### config.mk
export PLATFORM = sky130hd
export DESIGN_NAME = skvt_ctrl
export DESIGN_NICKNAME = d
export VERILOG_FILES = /design/src/rtl/skvt_pkg.sv /design/src/rtl/skvt_ctrl.sv
export SDC_FILE = /design/constraint.sdc
export NUM_CORES = 1
export LEC_CHECK = 0
export BUFFER_PORTS_ARGS = -buffer_cell sky130_fd_sc_hd__buf_2
export CORE_AREA = 2 2 39 41
export CTS_BUF_LIST = sky130_fd_sc_hd__clkbuf_8
export CTS_CLUSTER_SIZE = 20
export DETAILED_ROUTE_END_ITERATION = 8
export DIE_AREA = 0 0 41 43
export HOLD_SLACK_MARGIN = 0.05
export PLACE_DENSITY = 0.63
export SLEW_MARGIN = 40
export SYNTH_ARGS = -nofsm -noshare
export SYNTH_HDL_FRONTEND = slang
export SYNTH_SLANG_ARGS = --single-unit
export TNS_END_PERCENT = 50
### constraint.sdc
create_clock -name clk -period 2.1 [get_ports clk]
set_input_delay 0.42 -clock clk [delete_from_list [all_inputs] [get_ports clk]]
set_output_delay 0.42 -clock clk [all_outputs]
set_load 0.01 [all_outputs]
### src/rtl/skvt_pkg.sv
// ----------------------------------------------------------------------------
// skvt_pkg: shared types for the sorted key/value table
// Beat layouts of both channels, result status codes and the command and
// status groups that join the controller to the datapath.
// ----------------------------------------------------------------------------
`default_nettype none

package skvt_pkg;

    // Width of each half of a name key and of the stored number
    localparam int KEY_W = 56;
    localparam int VAL_W = 32;

    typedef enum logic
    {
        OP_INSERT = 1'b0,
        OP_LIST   = 1'b1
    } opcode_t;

    typedef enum logic [1:0]
    {
        ST_INSERTED = 2'd0,
        ST_FULL     = 2'd1,
        ST_ENTRY    = 2'd2,
        ST_EMPTY    = 2'd3
    } status_t;

    // One request beat
    typedef struct packed
    {
        opcode_t                  opcode;
        logic [KEY_W-1:0]         key_high;
        logic [KEY_W-1:0]         key_low;
        logic signed [VAL_W-1:0]  phone_value;
    } req_t;

    // One result beat
    typedef struct packed
    {
        status_t                  status;
        logic [KEY_W-1:0]         out_key_high;
        logic [KEY_W-1:0]         out_key_low;
        logic signed [VAL_W-1:0]  out_value;
        logic                     is_last;
    } rsp_t;

    // One table entry as held in the memory
    typedef struct packed
    {
        logic [KEY_W-1:0]         key_high;
        logic [KEY_W-1:0]         key_low;
        logic [VAL_W-1:0]         value;
    } entry_t;

    // Commands from the controller to the datapath
    typedef struct packed
    {
        logic    latch;        // capture the accepted request
        logic    idx_top;      // index to the last stored entry
        logic    idx_zero;     // index to the first entry
        logic    idx_dec;
        logic    idx_inc;
        logic    rd_en;        // read the entry at the index
        logic    wr_shift;     // move the read entry up by one place
        logic    wr_new;       // write the new entry
        logic    new_at_zero;  // new entry goes to place zero, else index plus one
        logic    cnt_inc;
        logic    out_load;     // load the result register
        logic    out_entry;    // result carries the read entry
        status_t out_status;
        logic    out_last;
    } cmd_t;

    // Status from the datapath to the controller
    typedef struct packed
    {
        logic is_list;
        logic empty;
        logic full;
        logic ram_greater;     // read entry key is above the new key
        logic idx_zero;
        logic idx_last;        // index is at the last stored entry
        logic out_free;        // result register can take a beat this cycle
    } sts_t;

endpackage

`default_nettype wire

### src/rtl/skvt_ctrl.sv
// ----------------------------------------------------------------------------
// skvt_ctrl: sequencing controller of the sorted key/value table
// Decodes each request and steps the datapath through the scan-and-shift
// of an insert or the walk over the entries of a list.
// ----------------------------------------------------------------------------
`default_nettype none

module skvt_ctrl
    import skvt_pkg::*;
(
    input  wire        clk,
    input  wire        rst_n,
    input  wire        req_valid,
    output logic       req_stall,
    output cmd_t       cmd,
    input  wire sts_t  sts
);

    typedef enum logic [2:0]
    {
        S_IDLE,
        S_DECODE,
        S_SCAN_RD,
        S_SCAN_CMP,
        S_PLACE,
        S_REPLY,
        S_LIST_RD,
        S_LIST_OUT
    } state_t;

    state_t  state_reg, state_next;
    status_t reply_reg, reply_next;
    logic    at_zero_reg, at_zero_next;

    // Next state and commands
    always_comb
    begin
        state_next   = state_reg;
        reply_next   = reply_reg;
        at_zero_next = at_zero_reg;
        cmd          = '0;
        cmd.out_status  = reply_reg;
        cmd.new_at_zero = at_zero_reg;
        req_stall    = 1'b1;

        case (state_reg)
            S_IDLE:
            begin
                req_stall = 1'b0;
                if (req_valid)
                begin
                    cmd.latch  = 1'b1;
                    state_next = S_DECODE;
                end
            end

            S_DECODE:
            begin
                if (sts.is_list)
                begin
                    if (sts.empty)
                    begin
                        reply_next = ST_EMPTY;
                        state_next = S_REPLY;
                    end
                    else
                    begin
                        cmd.idx_zero = 1'b1;
                        state_next   = S_LIST_RD;
                    end
                end
                else if (sts.full)
                begin
                    reply_next = ST_FULL;
                    state_next = S_REPLY;
                end
                else if (sts.empty)
                begin
                    at_zero_next = 1'b1;
                    state_next   = S_PLACE;
                end
                else
                begin
                    cmd.idx_top = 1'b1;
                    state_next  = S_SCAN_RD;
                end
            end

            S_SCAN_RD:
            begin
                cmd.rd_en  = 1'b1;
                state_next = S_SCAN_CMP;
            end

            // Entries above the new key move up; the first one not above stops the scan
            S_SCAN_CMP:
            begin
                if (sts.ram_greater)
                begin
                    cmd.wr_shift = 1'b1;
                    if (sts.idx_zero)
                    begin
                        at_zero_next = 1'b1;
                        state_next   = S_PLACE;
                    end
                    else
                    begin
                        cmd.idx_dec = 1'b1;
                        state_next  = S_SCAN_RD;
                    end
                end
                else
                begin
                    at_zero_next = 1'b0;
                    state_next   = S_PLACE;
                end
            end

            S_PLACE:
            begin
                cmd.wr_new  = 1'b1;
                cmd.cnt_inc = 1'b1;
                reply_next  = ST_INSERTED;
                state_next  = S_REPLY;
            end

            S_REPLY:
            begin
                if (sts.out_free)
                begin
                    cmd.out_load = 1'b1;
                    cmd.out_last = 1'b1;
                    state_next   = S_IDLE;
                end
            end

            S_LIST_RD:
            begin
                cmd.rd_en  = 1'b1;
                state_next = S_LIST_OUT;
            end

            S_LIST_OUT:
            begin
                if (sts.out_free)
                begin
                    cmd.out_load   = 1'b1;
                    cmd.out_entry  = 1'b1;
                    cmd.out_status = ST_ENTRY;
                    cmd.out_last   = sts.idx_last;
                    if (sts.idx_last)
                    begin
                        state_next = S_IDLE;
                    end
                    else
                    begin
                        cmd.idx_inc = 1'b1;
                        state_next  = S_LIST_RD;
                    end
                end
            end

            default:
            begin
                state_next = S_IDLE;
            end
        endcase
    end

    // State, reply status and placement flag registers
    always_ff @(posedge clk or negedge rst_n)
    begin
        if (!rst_n)
        begin
            state_reg   <= S_IDLE;
            reply_reg   <= ST_INSERTED;
            at_zero_reg <= 1'b0;
        end
        else
        begin
            state_reg   <= state_next;
            reply_reg   <= reply_next;
            at_zero_reg <= at_zero_next;
        end
    end

    // A shift or a placement never coincides with taking a new request
    a_no_latch_while_writing: assert property (@(posedge clk) disable iff (!rst_n)
        cmd.latch |-> !(cmd.wr_shift || cmd.wr_new))
        else $error("request taken while the table is being written");

    // A list beat only leaves from S_LIST_OUT, after its entry was read in S_LIST_RD
    a_list_after_read: assert property (@(posedge clk) disable iff (!rst_n)
        (cmd.out_load && cmd.out_entry) |-> $past(state_reg) == S_LIST_RD
                                           || $past(state_reg) == S_LIST_OUT)
        else $error("list beat issued without a preceding read");

endmodule

`default_nettype wire

# --- Word level (Yosys, flattened, before mapping) ---
# Index checks and enable logic that the tools add are counted.
# Widths: inputs -> output; s select.
totals:
  reg_bits: 6
  input_bits: 10
  output_inout_bits: 16
op_classes:
  eq_ne: 16
  n_mux: 44
  n_reduce_logical: 7
op_table:
  columns: ["op", "n"]
  rows:
  - ["$mux 3", 10]
  - ["$pmux 3 s8", 1]
  - ["$mux 1", 23]
  - ["$eq 3x3->1 const B", 4]
  - ["$ne 2x2->1 const B", 6]
  - ["$mux 2", 5]
  - ["$ne 3x3->1 const B", 3]
  - ["$eq 3x2->1 const B", 2]
  - ["$pmux 1 s2", 3]
  - ["$reduce_and 3->1", 2]
  - ["$mux 5", 1]
  - ["$reduce_and 5->1", 1]
  - ["$pmux 2 s2", 1]
  - ["$reduce_bool 2->1", 2]
  - ["$eq 3x1->1 const B", 1]
  - ["$logic_not 3->1", 1]
  - ["$reduce_or 2->1", 1]

# --- Logic depth before layout (Yosys ltp) ---
depth:
  depth_word: 4
  mapped_depth: 7
  depth_no_buf: 6

# --- Worst setup path after synthesis ---
# No wires, ideal clock.
synth_path:
  path_type: "register to output"
  startpoint: "register state_reg[2]"
  endpoint: "output cmd[13] in the netlist's numbering"
  arrival_ps: 1238
  setup_slack_ps: 442
  path_stages_with_launch: 4
  path_cell_list: "dfrtp_1 -> or3b_1 -> buf_2 -> nor4_1"
synth_rtl:
  columns: ["element", "line_no", "text"]
  rows:
  - ["start: declaration", "skvt_ctrl.sv:31", "state_t state_reg, state_next;"]
  - ["start signal: assignment", "skvt_ctrl.sv:181", "state_reg <= state_next;"]
  - ["end: declaration", "skvt_ctrl.sv:15", "output cmd_t cmd,"]

==> out/metrics.cfg <==
[outcome]
run_status = completed

[sta]
hold_viol_final = 0
finClkSkew_ns = 0.001233
relSlewSlack = 0.8069
fin_crit_ns = 1.949
grt_setup_unrepaired = no
period_share = 0.9279
fmax_ghz = 0.5132
setup_viol_count_final = 0
tns_ns = 0
whs_ns = 0.4384
slew_violations = 0
worst_slew_pin_slew_ns = 0.2890

[grt]
grt_pass1_wl_mm = 1.731
overflow = 0
antenna_found_initial = 0
grt_pass1_vias = 396
grt_max_degree = 13
grt_use_total = 0.1499

[final_layout]
area_growth_pct = 37.17
nNetsFinal = 100
final_util = 0.4738
antenna-diode-count = 0
drive_gt1_frac = 0.3864
largest_reg_flops = 3

[synth]
ys_seq_area_frac = 0.3141
yosys_warnings = 0
syn_avg_cell_area_um2 = 7.587
synth_cell_type_count = 26
syn_nets = 73
ys_seq_elements = 6
synthCells = 63
synth_area_um2 = 478.0

[routing]
first_iter_violations = 8
postRouteAntennaNets = 0
drc = 0
wl_per_cell_um = 10.88
first_pass_iters = 4
drt-vias-per-instance = 4.971
dr_total_vias = 517
wirelength_mm = 1.131

[setup_path]
required_ns = 1.68
cp-start-kind = register
worstPathArrival_ns = 1.53
crit_path_end_kind = output pin
crit_buf_inv = 1
worstSetupPathType = register to output pin
crit_slowest_cell = or3b_1
crit_family = simple AND/OR/NAND/NOR gates
worstPathCellList = or3b_1 -> nor4_1 -> buf_2
reg2regPathDepth = 4
crit_fanout = 12
slowest_delay_ns = 0.49
path_depth = 3
rrSetupSlack_ns = 0.71

[power_and_ir_drop]
ir_worst_vdd_v = 0.0005982
power_density_nw_per_um2 = 1317
p_leak_nw = 0.3547

[die]
core_area_um2 = 1384
initial_core_util = 0.3454
num_rows = 14
die_height_um = 43
ios = 26
die_area_um2 = 1763
die_w_um = 41

[cts]
cts_root_buf = clkbuf_8
numClockSinks = 6
post-cts-setup-buffers = 0
clk_path_buf_depth = 2
tritoncts = yes
worstSkewPairLatency_ns = 0.22
htree_levels = 1
path_clk_slew_ns = 0.04
cts_buffers = 3

[min_path]
min_path_cells = 3
hold_path.class = primary input to register

[placed_design]
io_buffers = 25
dp_hpwl_um = 880
globalplace.congestion = 0.7903

[flow_run]
cap_violations = 0

==> layout by cell type, fill, tap and decap left out <==
master and instances:
a221oi_2 1, a22o_1 1, a22oi_1 1, and2_1 3
and3_1 1, buf_2 25, buf_4 2, clkbuf_8 3
dfrtp_1 5, dfrtp_2 1, dlygate4sd3_1 1, inv_1 4
mux2i_1 1, nand2_1 7, nand2b_1 1, nand3_1 1
nand4_1 1, nor2_1 8, nor2b_1 4, nor3_1 2
nor3_4 1, nor3b_1 1, nor4_1 1, o21ai_0 7
o221ai_1 1, o31ai_1 1, or2_2 1, or3_1 1
or3b_1 1
==> worst register-to-register path: cells and delay by family, from the launching register on <==
| family | cells | cell delay, ns |
|---|---|---|
| compound gates | 2 | 0.18 |
| flops | 1 | 0.45 |
| simple gates | 2 | 0.68 |
==> stage by stage <==
step / std cells / cell area (um^2) / worst slack [ns] / power [mW]
floorplan: 63 / 478.0 / 0.4417 / 0.5635
global placement: 100 / 603.1 / 0.3385 / 0.6844
detailed placement: 100 / 603.1 / 0.3247 / 0.6851
CTS: 104 / 654.4 / 0.07212 / 0.8694
global route: 104 / 655.6 / 0.02501 / 0.9379
finish: 104 / 655.6 / 0.1513 / 0.8638
==> final timing paths <==
path | from | to
setup reg to reg | state_reg[0] | reply_reg[1]
hold / removal | sts[3] | at_zero_reg
hold reg to reg | reply_reg[0] | reply_reg[0]
setup / recovery | state_reg[0] | cmd[13]
max in group asynchronous | rst_n | state_reg[0]
min in group asynchronous | rst_n | reply_reg[1]
==> cells in the mapped netlist <==
library cell,number,area [um^2]
o221ai_1,1,8.760
or2_2,1,6.260
nor3b_1,1,7.510
nand2_1,7,26.28
nor4_1,1,6.260
mux2i_1,1,10.01
inv_1,4,15.01
dfrtp_1,6,150.1
nor3_4,1,16.27
nor2_1,8,30.03
a221oi_2,1,15.01
or3b_1,1,8.760
a22o_1,1,8.760
nand2b_1,1,6.260
and3_1,1,6.260
and2_1,3,18.77
nor2b_1,4,25.02
or3_1,1,6.260
o31ai_1,1,7.510
o21ai_0,7,35.03
buf_2,4,20.02
nand4_1,1,6.260
a22oi_1,1,7.510
nor3_1,2,10.01
nand3_1,1,5.000
buf_4,2,15.01
==> what timing repair did <==
action                                  4_1_cts  5_1_grt
gates resized for setup                       0        1
hold endpoints to repair                      6        0
hold buffers                                  1        0
endpoints found under the setup margin        0        1
==> area by class of cell <==
cell class / instances / area, um^2
Tap cell: 16 / 20.02
Multi-Input combinational cell: 47 / 277.8
Timing Repair Buffer: 28 / 150.1
Fill cell: 141 / 728.2
Sequential cell: 6 / 151.4
Inverter: 4 / 15.01
Clock buffer: 3 / 41.29
==> kinds of logic after synthesis <==
| family | count (synthesis) | share of synthesized area |
|---|---|---|
| AND/OR/NAND/NOR | 34 | 0.3875 |
| buffers and inverters | 10 | 0.1047 |
| AO/OA/AOI/OAI | 12 | 0.1728 |
| flip-flops | 6 | 0.3141 |
| multiplexers | 1 | 0.02094 |
==> where the power goes <==
group / total (mW) / leakage [nW] / switching [mW] / internal (mW)
clock network: 0.175 / 0.0216 / 0.0513 / 0.123
registers: 0.227 / 0.0704 / 0.0497 / 0.177
logic: 0.463 / 0.263 / 0.255 / 0.208
==> routing by layer <==
layer / share of wire / track usage / vias up
met5: 0 / 0 / -
met4: 0.0071 / 0.06000 / 0
met3: 0.055 / 0.06283 / 2
met2: 0.50 / 0.2094 / 14
met1: 0.44 / 0.1987 / 235
li1: - / - / 266
No activity file was read; power rests on OpenSTA's default activity.
